## src/rtl/bmct_pkg.sv

```systemverilog
// shared types, codes and helpers for the bracket matching command tokeniser
package bmct_pkg;

  localparam int unsigned POS_W       = 16;
  localparam int unsigned QUEUE_DEPTH = 4;
  localparam int unsigned QPTR_W      = $clog2(QUEUE_DEPTH);

  localparam logic [7:0] CHAR_INCPTR  = 8'h3E;  // '>'
  localparam logic [7:0] CHAR_DECPTR  = 8'h3C;  // '<'
  localparam logic [7:0] CHAR_INCDATA = 8'h2B;  // '+'
  localparam logic [7:0] CHAR_DECDATA = 8'h2D;  // '-'
  localparam logic [7:0] CHAR_OUTPUT  = 8'h2E;  // '.'
  localparam logic [7:0] CHAR_INPUT   = 8'h2C;  // ','
  localparam logic [7:0] CHAR_LOOPBEG = 8'h5B;  // '['
  localparam logic [7:0] CHAR_LOOPEND = 8'h5D;  // ']'

  typedef enum logic [1:0] {
    REC_CMD    = 2'd0,
    REC_PATCH  = 2'd1,
    REC_STATUS = 2'd2
  } record_e;

  typedef enum logic [2:0] {
    OP_INCPTR  = 3'd0,
    OP_DECPTR  = 3'd1,
    OP_INCDATA = 3'd2,
    OP_DECDATA = 3'd3,
    OP_OUTPUT  = 3'd4,
    OP_INPUT   = 3'd5,
    OP_LOOPBEG = 3'd6,
    OP_LOOPEND = 3'd7
  } op_e;

  typedef enum logic [2:0] {
    ST_OK          = 3'd0,
    ST_EXTRA_CLOSE = 3'd1,
    ST_UNCLOSED    = 3'd2,
    ST_NEST_OVF    = 3'd3,
    ST_TOO_LONG    = 3'd4
  } status_e;

  // classified character
  typedef struct packed {
    logic is_cmd;
    op_e  op;
  } class_t;

  // work descriptor for one transaction, up to three records
  typedef struct packed {
    logic             has_cmd;
    logic             has_patch;
    logic             has_status;
    op_e              op;
    logic [POS_W-1:0] cmd_pos;
    logic [POS_W-1:0] start_pos;
    status_e          status;
    logic [POS_W-1:0] status_pos;
  } desc_t;

  function automatic class_t classify(input logic [7:0] c);
    class_t r;
    r.is_cmd = 1'b1;
    r.op     = OP_INCPTR;
    case (c)
      CHAR_INCPTR:  r.op = OP_INCPTR;
      CHAR_DECPTR:  r.op = OP_DECPTR;
      CHAR_INCDATA: r.op = OP_INCDATA;
      CHAR_DECDATA: r.op = OP_DECDATA;
      CHAR_OUTPUT:  r.op = OP_OUTPUT;
      CHAR_INPUT:   r.op = OP_INPUT;
      CHAR_LOOPBEG: r.op = OP_LOOPBEG;
      CHAR_LOOPEND: r.op = OP_LOOPEND;
      default:      r.is_cmd = 1'b0;
    endcase
    return r;
  endfunction

endpackage

```

## src/rtl/bmct_if.sv

```systemverilog
// valid/ready channel interfaces for source characters and result records
interface bmct_in_if;
  logic       valid;
  logic       ready;
  logic [7:0] char_code;
  logic       is_final;
  modport source (output valid, output char_code, output is_final, input ready);
  modport sink (input valid, input char_code, input is_final, output ready);
endinterface

interface bmct_out_if;
  logic        valid;
  logic        ready;
  logic [1:0]  record_type;
  logic [2:0]  op_kind;
  logic [15:0] cmd_pos;
  logic [15:0] partner_pos;
  logic [2:0]  status;
  logic        last_of_run;
  modport source (output valid, output record_type, output op_kind, output cmd_pos,
                  output partner_pos, output status, output last_of_run, input ready);
  modport sink (input valid, input record_type, input op_kind, input cmd_pos,
                input partner_pos, input status, input last_of_run, output ready);
endinterface

```

## src/rtl/bmct_front.sv

```systemverilog
// front end: classifies characters, runs the bracket stack and command counter
module bmct_front #(
  parameter int unsigned NEST_DEPTH   = 64,
  parameter int unsigned MAX_COMMANDS = 65536
) (
  input  logic            clk_i,
  input  logic            rst_ni,
  bmct_in_if.sink         in_i,
  input  logic            q_full_i,
  output logic            q_push_o,
  output bmct_pkg::desc_t q_desc_o
);
  import bmct_pkg::*;

  localparam int unsigned LVL_W  = $clog2(NEST_DEPTH + 1);
  localparam int unsigned ADDR_W = (NEST_DEPTH > 1) ? $clog2(NEST_DEPTH) : 1;
  localparam int unsigned CNT_W  = $clog2(MAX_COMMANDS + 1);

  logic [LVL_W-1:0] level_q, level_d;
  logic [CNT_W-1:0] count_q, count_d;
  logic             halted_q, halted_d;
  logic [POS_W-1:0] top_q, top_d;
  logic [POS_W-1:0] below_q;

  // entries below the top of stack; the top lives in top_q
  logic [POS_W-1:0] stack_mem [NEST_DEPTH];

  logic             fire;
  logic             mem_we;
  logic [LVL_W-1:0] wr_lvl, rd_lvl;
  logic [POS_W-1:0] cnt_pos;
  logic             err;
  class_t           cls;
  desc_t            desc;

  assign in_i.ready = halted_q || !q_full_i;
  assign fire       = in_i.valid && in_i.ready;
  assign cls        = classify(in_i.char_code);
  assign cnt_pos    = POS_W'(count_q);
  assign wr_lvl     = level_q - LVL_W'(1);
  assign rd_lvl     = level_d - LVL_W'(2);

  always_comb begin
    level_d  = level_q;
    count_d  = count_q;
    halted_d = halted_q;
    top_d    = top_q;
    mem_we   = 1'b0;
    err      = 1'b0;
    desc     = '0;
    desc.op  = cls.op;
    desc.cmd_pos = cnt_pos;
    if (fire && !halted_q) begin
      if (cls.is_cmd) begin
        if (count_q == CNT_W'(MAX_COMMANDS)) begin
          err         = 1'b1;
          desc.status = ST_TOO_LONG;
        end else if (cls.op == OP_LOOPBEG) begin
          if (level_q == LVL_W'(NEST_DEPTH)) begin
            err         = 1'b1;
            desc.status = ST_NEST_OVF;
          end else begin
            mem_we       = (level_q != '0);
            top_d        = cnt_pos;
            level_d      = level_q + LVL_W'(1);
            count_d      = count_q + CNT_W'(1);
            desc.has_cmd = 1'b1;
          end
        end else if (cls.op == OP_LOOPEND) begin
          if (level_q == '0) begin
            err         = 1'b1;
            desc.status = ST_EXTRA_CLOSE;
          end else begin
            desc.start_pos = top_q;
            top_d          = below_q;
            level_d        = level_q - LVL_W'(1);
            count_d        = count_q + CNT_W'(1);
            desc.has_cmd   = 1'b1;
            desc.has_patch = 1'b1;
          end
        end else begin
          count_d      = count_q + CNT_W'(1);
          desc.has_cmd = 1'b1;
        end
      end
      if (err) begin
        desc.has_status = 1'b1;
        desc.status_pos = cnt_pos;
        halted_d        = 1'b1;
      end else if (in_i.is_final) begin
        desc.has_status = 1'b1;
        halted_d        = 1'b1;
        if (level_d != '0) begin
          desc.status     = ST_UNCLOSED;
          desc.status_pos = top_d;
        end else begin
          desc.status     = ST_OK;
          desc.status_pos = '0;
        end
      end
    end
  end

  assign q_push_o = desc.has_cmd || desc.has_status;
  assign q_desc_o = desc;

  always_ff @(posedge clk_i or negedge rst_ni) begin
    if (!rst_ni) begin
      level_q  <= '0;
      count_q  <= '0;
      halted_q <= 1'b0;
    end else begin
      level_q  <= level_d;
      count_q  <= count_d;
      halted_q <= halted_d;
    end
  end

  // stack store with registered read of the entry under the next top
  always_ff @(posedge clk_i) begin
    top_q <= top_d;
    if (mem_we) begin
      stack_mem[wr_lvl[ADDR_W-1:0]] <= top_q;
    end
    if (mem_we && (wr_lvl == rd_lvl)) begin
      below_q <= top_q;
    end else begin
      below_q <= stack_mem[rd_lvl[ADDR_W-1:0]];
    end
  end

endmodule

```

## src/rtl/bmct_queue.sv

```systemverilog
// small descriptor queue between the front end and the record sequencer
module bmct_queue (
  input  logic            clk_i,
  input  logic            rst_ni,
  input  logic            push_i,
  input  bmct_pkg::desc_t push_desc_i,
  output logic            full_o,
  input  logic            pop_i,
  output logic            empty_o,
  output bmct_pkg::desc_t head_o
);
  import bmct_pkg::*;

  desc_t             entry_q [QUEUE_DEPTH];
  logic [QPTR_W-1:0] wr_ptr_q, rd_ptr_q;
  logic [QPTR_W:0]   fill_q;
  logic              do_push, do_pop;

  assign full_o  = (fill_q == (QPTR_W + 1)'(QUEUE_DEPTH));
  assign empty_o = (fill_q == '0);
  assign head_o  = entry_q[rd_ptr_q];
  assign do_push = push_i && !full_o;
  assign do_pop  = pop_i && !empty_o;

  always_ff @(posedge clk_i or negedge rst_ni) begin
    if (!rst_ni) begin
      wr_ptr_q <= '0;
      rd_ptr_q <= '0;
      fill_q   <= '0;
    end else begin
      if (do_push) wr_ptr_q <= wr_ptr_q + QPTR_W'(1);
      if (do_pop)  rd_ptr_q <= rd_ptr_q + QPTR_W'(1);
      if (do_push && !do_pop) begin
        fill_q <= fill_q + (QPTR_W + 1)'(1);
      end else if (do_pop && !do_push) begin
        fill_q <= fill_q - (QPTR_W + 1)'(1);
      end
    end
  end

  always_ff @(posedge clk_i) begin
    if (do_push) begin
      entry_q[wr_ptr_q] <= push_desc_i;
    end
  end

endmodule

```

## src/rtl/bmct_back.sv

```systemverilog
// back end: expands each descriptor into records on a registered output
module bmct_back (
  input  logic            clk_i,
  input  logic            rst_ni,
  input  logic            q_empty_i,
  input  bmct_pkg::desc_t q_head_i,
  output logic            q_pop_o,
  bmct_out_if.source      out_o
);
  import bmct_pkg::*;

  logic [2:0]       done_q, done_d;
  logic [2:0]       remain, cur;
  logic             last, load;
  logic             valid_q;
  record_e          type_q;
  op_e              op_q;
  logic [POS_W-1:0] pos_q, partner_q;
  status_e          status_q;
  logic             last_q;

  // bit 0 command record, bit 1 patch record, bit 2 status record
  assign remain  = {q_head_i.has_status, q_head_i.has_patch, q_head_i.has_cmd} & ~done_q;
  assign cur     = remain & (~remain + 3'd1);
  assign last    = ((remain & ~cur) == 3'b000);
  assign load    = !q_empty_i && (!valid_q || out_o.ready);
  assign q_pop_o = load && last;
  assign done_d  = load ? (last ? 3'b000 : (done_q | cur)) : done_q;

  always_ff @(posedge clk_i or negedge rst_ni) begin
    if (!rst_ni) begin
      valid_q <= 1'b0;
      done_q  <= 3'b000;
    end else begin
      done_q <= done_d;
      if (load) begin
        valid_q <= 1'b1;
      end else if (out_o.ready) begin
        valid_q <= 1'b0;
      end
    end
  end

  always_ff @(posedge clk_i) begin
    if (load) begin
      last_q <= last;
      if (cur[0]) begin
        type_q    <= REC_CMD;
        op_q      <= q_head_i.op;
        pos_q     <= q_head_i.cmd_pos;
        partner_q <= (q_head_i.op == OP_LOOPEND) ? q_head_i.start_pos : '0;
        status_q  <= ST_OK;
      end else if (cur[1]) begin
        type_q    <= REC_PATCH;
        op_q      <= OP_LOOPBEG;
        pos_q     <= q_head_i.start_pos;
        partner_q <= q_head_i.cmd_pos;
        status_q  <= ST_OK;
      end else begin
        type_q    <= REC_STATUS;
        op_q      <= OP_INCPTR;
        pos_q     <= q_head_i.status_pos;
        partner_q <= '0;
        status_q  <= q_head_i.status;
      end
    end
  end

  assign out_o.valid       = valid_q;
  assign out_o.record_type = type_q;
  assign out_o.op_kind     = op_q;
  assign out_o.cmd_pos     = pos_q;
  assign out_o.partner_pos = partner_q;
  assign out_o.status      = status_q;
  assign out_o.last_of_run = last_q;

endmodule

```

## src/rtl/bracket_matching_command_tokenizer_unit.sv

```systemverilog
// top level of the bracket matching command tokeniser
//
//   channel  dir  handshake        payload
//   in_i     in   valid / ready    char_code[7:0], is_final
//   out_o    out  valid / ready    record_type, op_kind, cmd_pos, partner_pos,
//                                  status, last_of_run
//
// one character transaction per cycle while the queue has room; the front end
// pushes or pops the stack and bumps the counter in the accepting cycle
// records pass the queue and output register, then one per cycle while out_o
// is ready: a matched close bracket gives two, a final character or an error
// adds a status record; the four-entry queue stalls the input only when full;
// once halted all input is taken and dropped; reset spares stack and data regs
module bracket_matching_command_tokenizer_unit #(
  parameter int unsigned NEST_DEPTH   = 64,
  parameter int unsigned MAX_COMMANDS = 65536
) (
  input  logic       clk_i,
  input  logic       rst_ni,
  bmct_in_if.sink    in_i,
  bmct_out_if.source out_o
);
  import bmct_pkg::*;

  // descriptor hand-off between front end and back end
  logic  q_push, q_full, q_pop, q_empty;
  desc_t q_push_desc, q_head;

  // classify, stack and counter
  bmct_front #(
    .NEST_DEPTH   (NEST_DEPTH),
    .MAX_COMMANDS (MAX_COMMANDS)
  ) u_front (
    .clk_i    (clk_i),
    .rst_ni   (rst_ni),
    .in_i     (in_i),
    .q_full_i (q_full),
    .q_push_o (q_push),
    .q_desc_o (q_push_desc)
  );

  // decoupling queue
  bmct_queue u_queue (
    .clk_i       (clk_i),
    .rst_ni      (rst_ni),
    .push_i      (q_push),
    .push_desc_i (q_push_desc),
    .full_o      (q_full),
    .pop_i       (q_pop),
    .empty_o     (q_empty),
    .head_o      (q_head)
  );

  // record sequencer with output register
  bmct_back u_back (
    .clk_i     (clk_i),
    .rst_ni    (rst_ni),
    .q_empty_i (q_empty),
    .q_head_i  (q_head),
    .q_pop_o   (q_pop),
    .out_o     (out_o)
  );

endmodule
```

## src/flat_wrapper.sv

```systemverilog
// flat-port wrapper written by rule: the top's interface ports become plain ports
module bracket_matching_command_tokenizer_unit_flat import bmct_pkg::*;
#(
  parameter int unsigned NEST_DEPTH   = 64,
  parameter int unsigned MAX_COMMANDS = 65536
)
  (clk_i, rst_ni, in_i_valid, in_i_char_code, in_i_is_final, in_i_ready, out_o_valid, out_o_record_type, out_o_op_kind, out_o_cmd_pos, out_o_partner_pos, out_o_status, out_o_last_of_run, out_o_ready);
  bmct_in_if in_i_i ();
  bmct_out_if out_o_i ();
  input  logic clk_i;
  input  logic rst_ni;
  input wire logic [$bits(in_i_i.valid)-1:0] in_i_valid;
  input wire logic [$bits(in_i_i.char_code)-1:0] in_i_char_code;
  input wire logic [$bits(in_i_i.is_final)-1:0] in_i_is_final;
  output wire logic [$bits(in_i_i.ready)-1:0] in_i_ready;
  output wire logic [$bits(out_o_i.valid)-1:0] out_o_valid;
  output wire logic [$bits(out_o_i.record_type)-1:0] out_o_record_type;
  output wire logic [$bits(out_o_i.op_kind)-1:0] out_o_op_kind;
  output wire logic [$bits(out_o_i.cmd_pos)-1:0] out_o_cmd_pos;
  output wire logic [$bits(out_o_i.partner_pos)-1:0] out_o_partner_pos;
  output wire logic [$bits(out_o_i.status)-1:0] out_o_status;
  output wire logic [$bits(out_o_i.last_of_run)-1:0] out_o_last_of_run;
  input wire logic [$bits(out_o_i.ready)-1:0] out_o_ready;
  assign in_i_i.valid = in_i_valid;
  assign in_i_i.char_code = in_i_char_code;
  assign in_i_i.is_final = in_i_is_final;
  assign in_i_ready = in_i_i.ready;
  assign out_o_valid = out_o_i.valid;
  assign out_o_record_type = out_o_i.record_type;
  assign out_o_op_kind = out_o_i.op_kind;
  assign out_o_cmd_pos = out_o_i.cmd_pos;
  assign out_o_partner_pos = out_o_i.partner_pos;
  assign out_o_status = out_o_i.status;
  assign out_o_last_of_run = out_o_i.last_of_run;
  assign out_o_i.ready = out_o_ready;
  bracket_matching_command_tokenizer_unit #(.NEST_DEPTH(NEST_DEPTH), .MAX_COMMANDS(MAX_COMMANDS)) u_core (.clk_i(clk_i), .rst_ni(rst_ni), .in_i(in_i_i), .out_o(out_o_i));
endmodule
```

## config.mk

```make
export PLATFORM = sky130hd
export DESIGN_NAME = bracket_matching_command_tokenizer_unit_flat
export DESIGN_NICKNAME = d
export VERILOG_FILES = /design/src/rtl/bmct_pkg.sv /design/src/rtl/bmct_if.sv /design/src/rtl/bmct_front.sv /design/src/rtl/bmct_queue.sv /design/src/rtl/bmct_back.sv /design/src/rtl/bracket_matching_command_tokenizer_unit.sv /design/src/flat_wrapper.sv
export SDC_FILE = /design/constraint.sdc
export NUM_CORES = 1
export LEC_CHECK = 0
export BUFFER_PORTS_ARGS = -buffer_cell sky130_fd_sc_hd__buf_2
export CAP_MARGIN = 10
export CORE_MARGIN = 4
export CORE_UTILIZATION = 35
export DETAILED_ROUTE_END_ITERATION = 16
export PLACE_DENSITY = 0.58
export SLEW_MARGIN = 5
export SYNTH_ARGS = -nofsm -noshare
export SYNTH_HDL_FRONTEND = slang
export SYNTH_HIERARCHICAL = 1
export SYNTH_SLANG_ARGS = --single-unit
export TNS_END_PERCENT = 5
```

## constraint.sdc

```tcl
create_clock -name clk_i -period 6 [get_ports clk_i]
set_input_delay 0.3 -clock clk_i [delete_from_list [all_inputs] [get_ports clk_i]]
set_output_delay 0.3 -clock clk_i [all_outputs]
set_load 0.03 [all_outputs]
```

Word-level counts from Yosys, hierarchy flattened
Memories as Yosys holds them, arrays and structs flattened. A register that Yosys moved wholly into a read port is not among the register bits.
Index checks and enable logic that the tools add are counted.
- bits in registers: 93
- output and inout port bits: 43
- memories: 2
- bits in writable memories: 1252
- word-level logic and storage cells: 155
- memories (memory ; depth ; bits a word ; read ports ; clocked after memory_dff ; write ports ; line ; text):
    u_core.u_front.stack_mem ; 64 ; 16 ; 1 ; 1 ; 1 ; bmct_front.sv:26 ; logic [POS_W-1:0] stack_mem [NEST_DEPTH];
    u_core.u_queue.entry_q ; 4 ; 57 ; 1 ; 0 ; 1 ; bmct_queue.sv:14 ; desc_t entry_q [QUEUE_DEPTH];
- $add $sub $neg: 9
- bitwise logic cells: 8
- equality and inequality tests: 16
- muxes and demuxes: 76
- reductions and logical operators: 29
- operator list (operator ; number):
    2-to-1 mux 16 bit ; 15
    2-to-1 mux 17 bit ; 4
    2-to-1 mux 19 bit ; 3
    2-to-1 mux 7 bit ; 8
    equality test 8 x 6 -> 1 bit (second input constant) ; 6
    2-to-1 mux 35 bit ; 1
    2-to-1 mux 1 bit ; 29
    2-to-1 mux 3 bit ; 9
    one-hot mux 3 bit (7 select lines) ; 1
    2-to-1 mux 18 bit ; 1
    adder 17 x 1 -> 17 bit (second input constant) ; 1
    equality test 17 bit (second input constant) ; 1
    equality test 8 x 7 -> 1 bit (second input constant) ; 2
    nonzero test 7 bit ; 2
    equality test 3 bit (second input constant) ; 4
    2-to-1 mux 2 bit ; 5
    AND 3 bit ; 3
    NOT 3 bit ; 3
    logical AND 1 bit ; 8
    OR reduction 8 bit ; 1
    adder 7 x 1 -> 7 bit (second input constant) ; 1
    equality test 7 bit (second input constant) ; 1
    zero test 7 bit ; 1
    subtractor 7 x 1 -> 7 bit (second input constant) ; 1
    15 further kinds ; 27

Depth between registers and ports, before layout
- depth after elaboration: 16
- mapped depth: 18
- depth with buffers taken out: 15

Cells and area by module
Netlist, hierarchy kept.
- modules (own cells, without submodules) (module ; area each (um2) ; seq. area each (um2) ; times used ; cells an instance):
    bmct_front ; 42231.8 ; 31975.7 ; 1 ; 2102
    bmct_queue ; 8653.3 ; 7021.7 ; 1 ; 334
    bmct_back ; 2065.7 ; 1331.3 ; 1 ; 150

Worst setup path before layout
No wires, ideal clock.
- path type: reg-to-reg
- start: register u_core.u_front.level_q[0]
- end: memory u_core/u_queue/entry_q[0][0] in the netlist's numbering (enable)
- cell stages (with the launch flop): 14
- path slack: 1841 ps
- data required time: 5579 ps
- period minus slack after synthesis: 4159 ps
- data arrival time: 3738 ps
- path through: dfrtp_1 > clkbuf_1 > inv_1 > ha_1 > clkbuf_1 > nor2b_1 > nand2_1 > a211oi_1 > o21a_1 > o21ai_0 > o21ai_0 > nor2b_1 > buf_2 > and2_1
- word-level cells in the longest chain between the ends: 13
- elaborated cells on any way between the ends: 21
- those cells by class: eq/ne (1); mux (17); reduce/logical (3)
- ends and longest elaborated chain (element ; line ; text):
    start: declaration ; bmct_front.sv:19 ; logic [LVL_W-1:0] level_q, level_d;
    start signal: assignment ; bmct_front.sv:113 ; level_q <= level_d;
    zero test 7 bit ; bmct_front.sv:70 ; if (level_q == '0) begin
    2-to-1 mux 1 bit ; bmct_front.sv:70 ;
    2-to-1 mux 1 bit ; bmct_front.sv:69 ; end else if (cls.op == OP_LOOPEND) begin
    2-to-1 mux 1 bit ; bmct_front.sv:58 ; end else if (cls.op == OP_LOOPBEG) begin
    2-to-1 mux 1 bit ; bmct_front.sv:55 ; if (count_q == CNT_W'(MAX_COMMANDS)) begin
    2-to-1 mux 1 bit ; bmct_front.sv:54 ; if (cls.is_cmd) begin
    2-to-1 mux 1 bit ; bmct_front.sv:53 ; if (fire && !halted_q) begin
    2-to-1 mux 1 bit ; bmct_front.sv:86 ; if (err) begin
    2-to-1 mux 3 bit * ; bmct_front.sv:53 ;
    logical OR 1 bit * ; bmct_front.sv:104 ; assign q_push_o = desc.has_cmd || desc.has_status;
    net u_core.q_push ; bracket_matching_command_tokenizer_unit.sv:26 ; logic q_push, q_full, q_pop, q_empty;
    logical AND 1 bit * ; bmct_queue.sv:22 ; assign do_push = push_i && !full_o;
    net u_core.u_queue.do_push ; bmct_queue.sv:17 ; logic do_push, do_pop;
    2-to-1 mux 1 bit * ; bmct_queue.sv:42 ; if (do_push) begin
    2-to-1 mux 1 bit (implied by the code) * ; bmct_queue.sv:43 ; entry_q[wr_ptr_q] <= push_desc_i;
    end: declaration ; bmct_queue.sv:14 ;
The timed path passes the listed nets; every way through them passes the cells marked *. The select of a mux whose other input is x is not followed.

Worst setup path after layout
- start: register u_core.u_front.count_q[0]
- end: memory u_core.u_front.stack_mem[14][6] (enable)
- word-level cells in the longest chain between the ends: 6
- ends and longest elaborated chain (element ; line ; text):
    start: declaration ; bmct_front.sv:20 ; logic [CNT_W-1:0] count_q, count_d;
    start signal: assignment ; bmct_front.sv:114 ; count_q <= count_d;
    equality test 17 bit ; bmct_front.sv:55 ;
    2-to-1 mux 1 bit ; bmct_front.sv:55 ;
    2-to-1 mux 1 bit ; bmct_front.sv:54 ;
    2-to-1 mux 1 bit ; bmct_front.sv:53 ;
    2-to-1 mux 1 bit ; bmct_front.sv:122 ; if (mem_we) begin
    2-to-1 mux 1 bit (implied by the code) ; bmct_front.sv:123 ; stack_mem[wr_lvl[ADDR_W-1:0]] <= top_q;
    end: declaration ; bmct_front.sv:26 ;
Every way passes these cells.

==> summary.md <==
| Metric | Value |
|---|---|
| Outcome | `completed` |
| Final Hold Fails | `0` |
| Final WL | `124000 µm` |
| Die ar. | `158000 µm²` |
| Post-synthesis cell type count | `77` |
| Min Tclk post-route | `about 4.7 ns` |
| Fill cell total of the finished layout | `13100` |
| Final setup vio count | `0` |
| Fmax achieved | `about 210 MHz` |
| Nature of the critical path endpoint | `register` |
| CP Data Arrival Time | `5.12 ns` |
| DRT iter0 DRCs | `around 2800` |
| Final setup TNS | `0 ns` |
| Worst-Margin Slew | `1.32 ns` |
| DRT antenna net count | `0` |
| Die Height | `between 300 and 400 µm` |
| Setup Fix Bufs, Post-CTS | `0` |
| Hpwl dp | `73700 µm` |
| Initial antenna violation count | `3` |
| Post-DR vias/cell | `5.34` |
| CP max stage cell | `nor4_1` |
| Clk_lat worst skew | `0.75 ns` |
| GRT Overall Usage | `0.157` |
| Commonest non-fill, non-tap cells in the layout | `edfxtp_1 (1309), mux4_2 (297), clkbuf_16 (142)` |
| Total power per unit cell area | `355 nW/µm²` |
| Largest family of logic cells by synthesized area | `multiplexers` |
| Post-synth ARST share | `0.0266` |
| Area growth from synthesis to layout | `14.2%` |
| Relative slew slack | `0.112` |
| Gpl congestion | `0.868` |
| LEAKAGE | `between 15 and 20 nW` |
| FF+latch count, synth | `around 1400` |
| Crit path cell chain | `inv_1 -> ha_1 -> or4b_4 -> or4_1 -> nand3_1 -> nor4_1 -> nand2_1 -> nor2_1 -> buf_4` |
| Crit path kind | `reg2reg` |
| CP Launch Type | `register` |
| Nets | `2776` |
| RSZ-0062 raised after global routing | `false` |
| Synthesized-area fraction occupied by adder cells | `0.00274` |
| WL/cell | `25.5 µm` |
| Cells after Synth | `about 2600` |
| Post-Synth XOR/XNOR Area | `0.00629` |
| Hold Crit Class | `in2reg` |
| Vias in the first global route | `26100` |
| Layout cells sized above 1 | `0.255` |
| Main flop type after synthesis | `edfxtp_1` |
| Largest net degree at the start of global routing | `100` |
| Mux contribution to synthesized area | `0.138` |
| Worst Skew | `0.0223 ns` |
| Average cell area after synthesis | `20.5 µm²` |
| Finished Core Util | `0.403` |
| VDD IR max | `0.270 mV` |
| Residual DRC | `0` |
| Sink Count | `1351` |
| Slew Viols, Final | `0` |
| Syn nets | `2610` |
| Worst EP required | `6.46 ns` |
| Die width | `397 µm` |
| Initial Util | `0.353` |
| Post-synthesis cell area | `53000 µm²` |
| CORE AREA | `150000 µm²` |
| EDFF count, synth | `1309` |
| Total power | `approximately 21 mW` |
| Root buf cell | `clkbuf_16` |
| Hold_buf cts | `3` |
| First-pass GRT wire length | `183000 µm` |
| GRT overflow | `0` |
| Synth Warn # | `6` |
| Max-capacitance violation count | `0` |
| Commonest non-fill, non-tap cell in the layout | `edfxtp_1` |
| Clock slew at reported path FFs | `0.06 ns` |
| CTS tree | `built` |
| Maximum buffer depth of the clock tree | `3` |
| Peak per-stage delay on the critical path | `between 1 and 1.5 ns` |
| CTS Buf Count | `140` |
| Seq. cell area | `40300 µm²` |
| CTS resizes | `0` |
| H-tree Lvls | `4` |
| Post-Synth Simple-Gate Area | `0.0343` |
| PortBufs | `55` |
| Compound-Gate Fraction of Synth Area | `0.0390` |
| Crit share post-route | `0.776` |
| Crit Path Max Fanout | `10` |
| Seq/Total Area, Yosys | `0.762` |
| Ports | `56` |
| Drt first pass iters | `5` |
| Num rows | `142` |
| Routed vias | `between 20000 and 30000` |
| Area of the multi-input gates | `11700 µm²` |
worst max-delay path, delay by kind of cell (launching register included):
kind	cells	cell delay, ns
fa+ha+maj	1	0.21
simple gates	6	3.28
buf+inv	2	0.40
flops	1	0.46
through the flow:
step                      std cells  setup slack [ns]  area, µm²  hold WS (ns)
after global routing           4879              1.10      60500        0.0462
after detailed placement       4623              1.39      55900         0.459
final                          4880              1.34      60500        0.0701
after global placement         4623              1.50      55900         0.460
after CTS                      4879              1.39      60500       0.00693
after floorplan                2586              1.84      53000       0.00441
power by group:
| part | switching (mW) | total (mW) | internal (mW) |
|---|---|---|---|
| combinational | 1.37 | 2.12 | 0.743 |
| sequential | 0.175 | 10.9 | 10.7 |
| clock | 3.56 | 8.46 | 4.90 |
| total | 5.11 | 21.5 | 16.4 |
cell usage after synthesis, drive strengths merged, types with 36 or more instances:
library cell | number | area, µm²
nor3 | 37 | 185
a22oi | 54 | 405
clkbuf | 49 | 184
mux2i | 49 | 490
a22o | 36 | 315
edfxtp | 1309 | 39300
nand2 | 106 | 398
o22ai | 36 | 225
buf | 102 | 619
dfrtp | 36 | 901
nor2 | 102 | 388
mux4 | 297 | 6690
o21ai | 43 | 253
registers in the layout, summed over array words and instances (netlist names), 3 cells and up, named ones only:
signal                           count
u_core/u_back/out_o.cmd_pos         16
u_core/u_queue/entry_q             228
u_core/u_front/count_q              17
u_core/u_front/top_q                16
u_core/u_back/done_q                 3
u_core/u_queue/fill_q                3
u_core/u_back/out_o.op_kind          3
u_core/u_front/stack_mem          1024
u_core/u_front/level_q               6
u_core/u_back/out_o.status           3
u_core/u_back/out_o.partner_pos     16
path summary, 6_finish.rpt:
path,start,to,slack (ns),cells past startpoint
hold reg to reg,u_core/u_front/count_q[16],u_core/u_front/count_q[16],0.47,1
max in group asynchronous,rst_ni,u_core/u_queue/rd_ptr_q[0],5.10,2
hold / removal,in_i_char_code[5],u_core/u_queue/entry_q[1][52],0.07,3
setup / recovery,u_core/u_front/count_q[0],u_core/u_front/stack_mem[14][6],1.34,9
min in group asynchronous,rst_ni,u_core/u_back/out_o.valid,0.24,2
setup reg to reg,u_core/u_front/count_q[0],u_core/u_front/stack_mem[14][6],1.34,9
routing by layer:
metal | up-vias | part of all wire | wire length [µm] | GRT usage
li1 | 11000 | - | - | -
met1 | 13800 | 0.45 | 55700 | 0.232
met2 | 1006 | 0.46 | 56600 | 0.236
met3 | 164 | 0.072 | 8920 | 0.0303
met4 | 0 | 0.026 | 3270 | 0.0497
met5 | - | 0 | 0 | 0
cells by family after synthesis:
group | count (synthesis)
DFF | 1351
buffers and inverters | 186
adders and majority gates | 11
xor gates and xnor gates | 38
AOI/OAI and AO/OA | 271
muxes | 359
and+or+nand+nor | 370
area by class of cell:
| type | count | area share |
|---|---|---|
| clock buffer | 167 | 0.0605 |
| tap | 2016 | 0.0417 |
| multi-input combinational | 1049 | 0.194 |
| timing repair buffer | 175 | 0.0208 |
| antenna | 1 | 0.0000414 |
| clock inverter | 86 | 0.0139 |
| inverter | 35 | 0.00217 |
| sequential | 1351 | 0.667 |
Note: power is estimated with default switching activity, not from simulation.
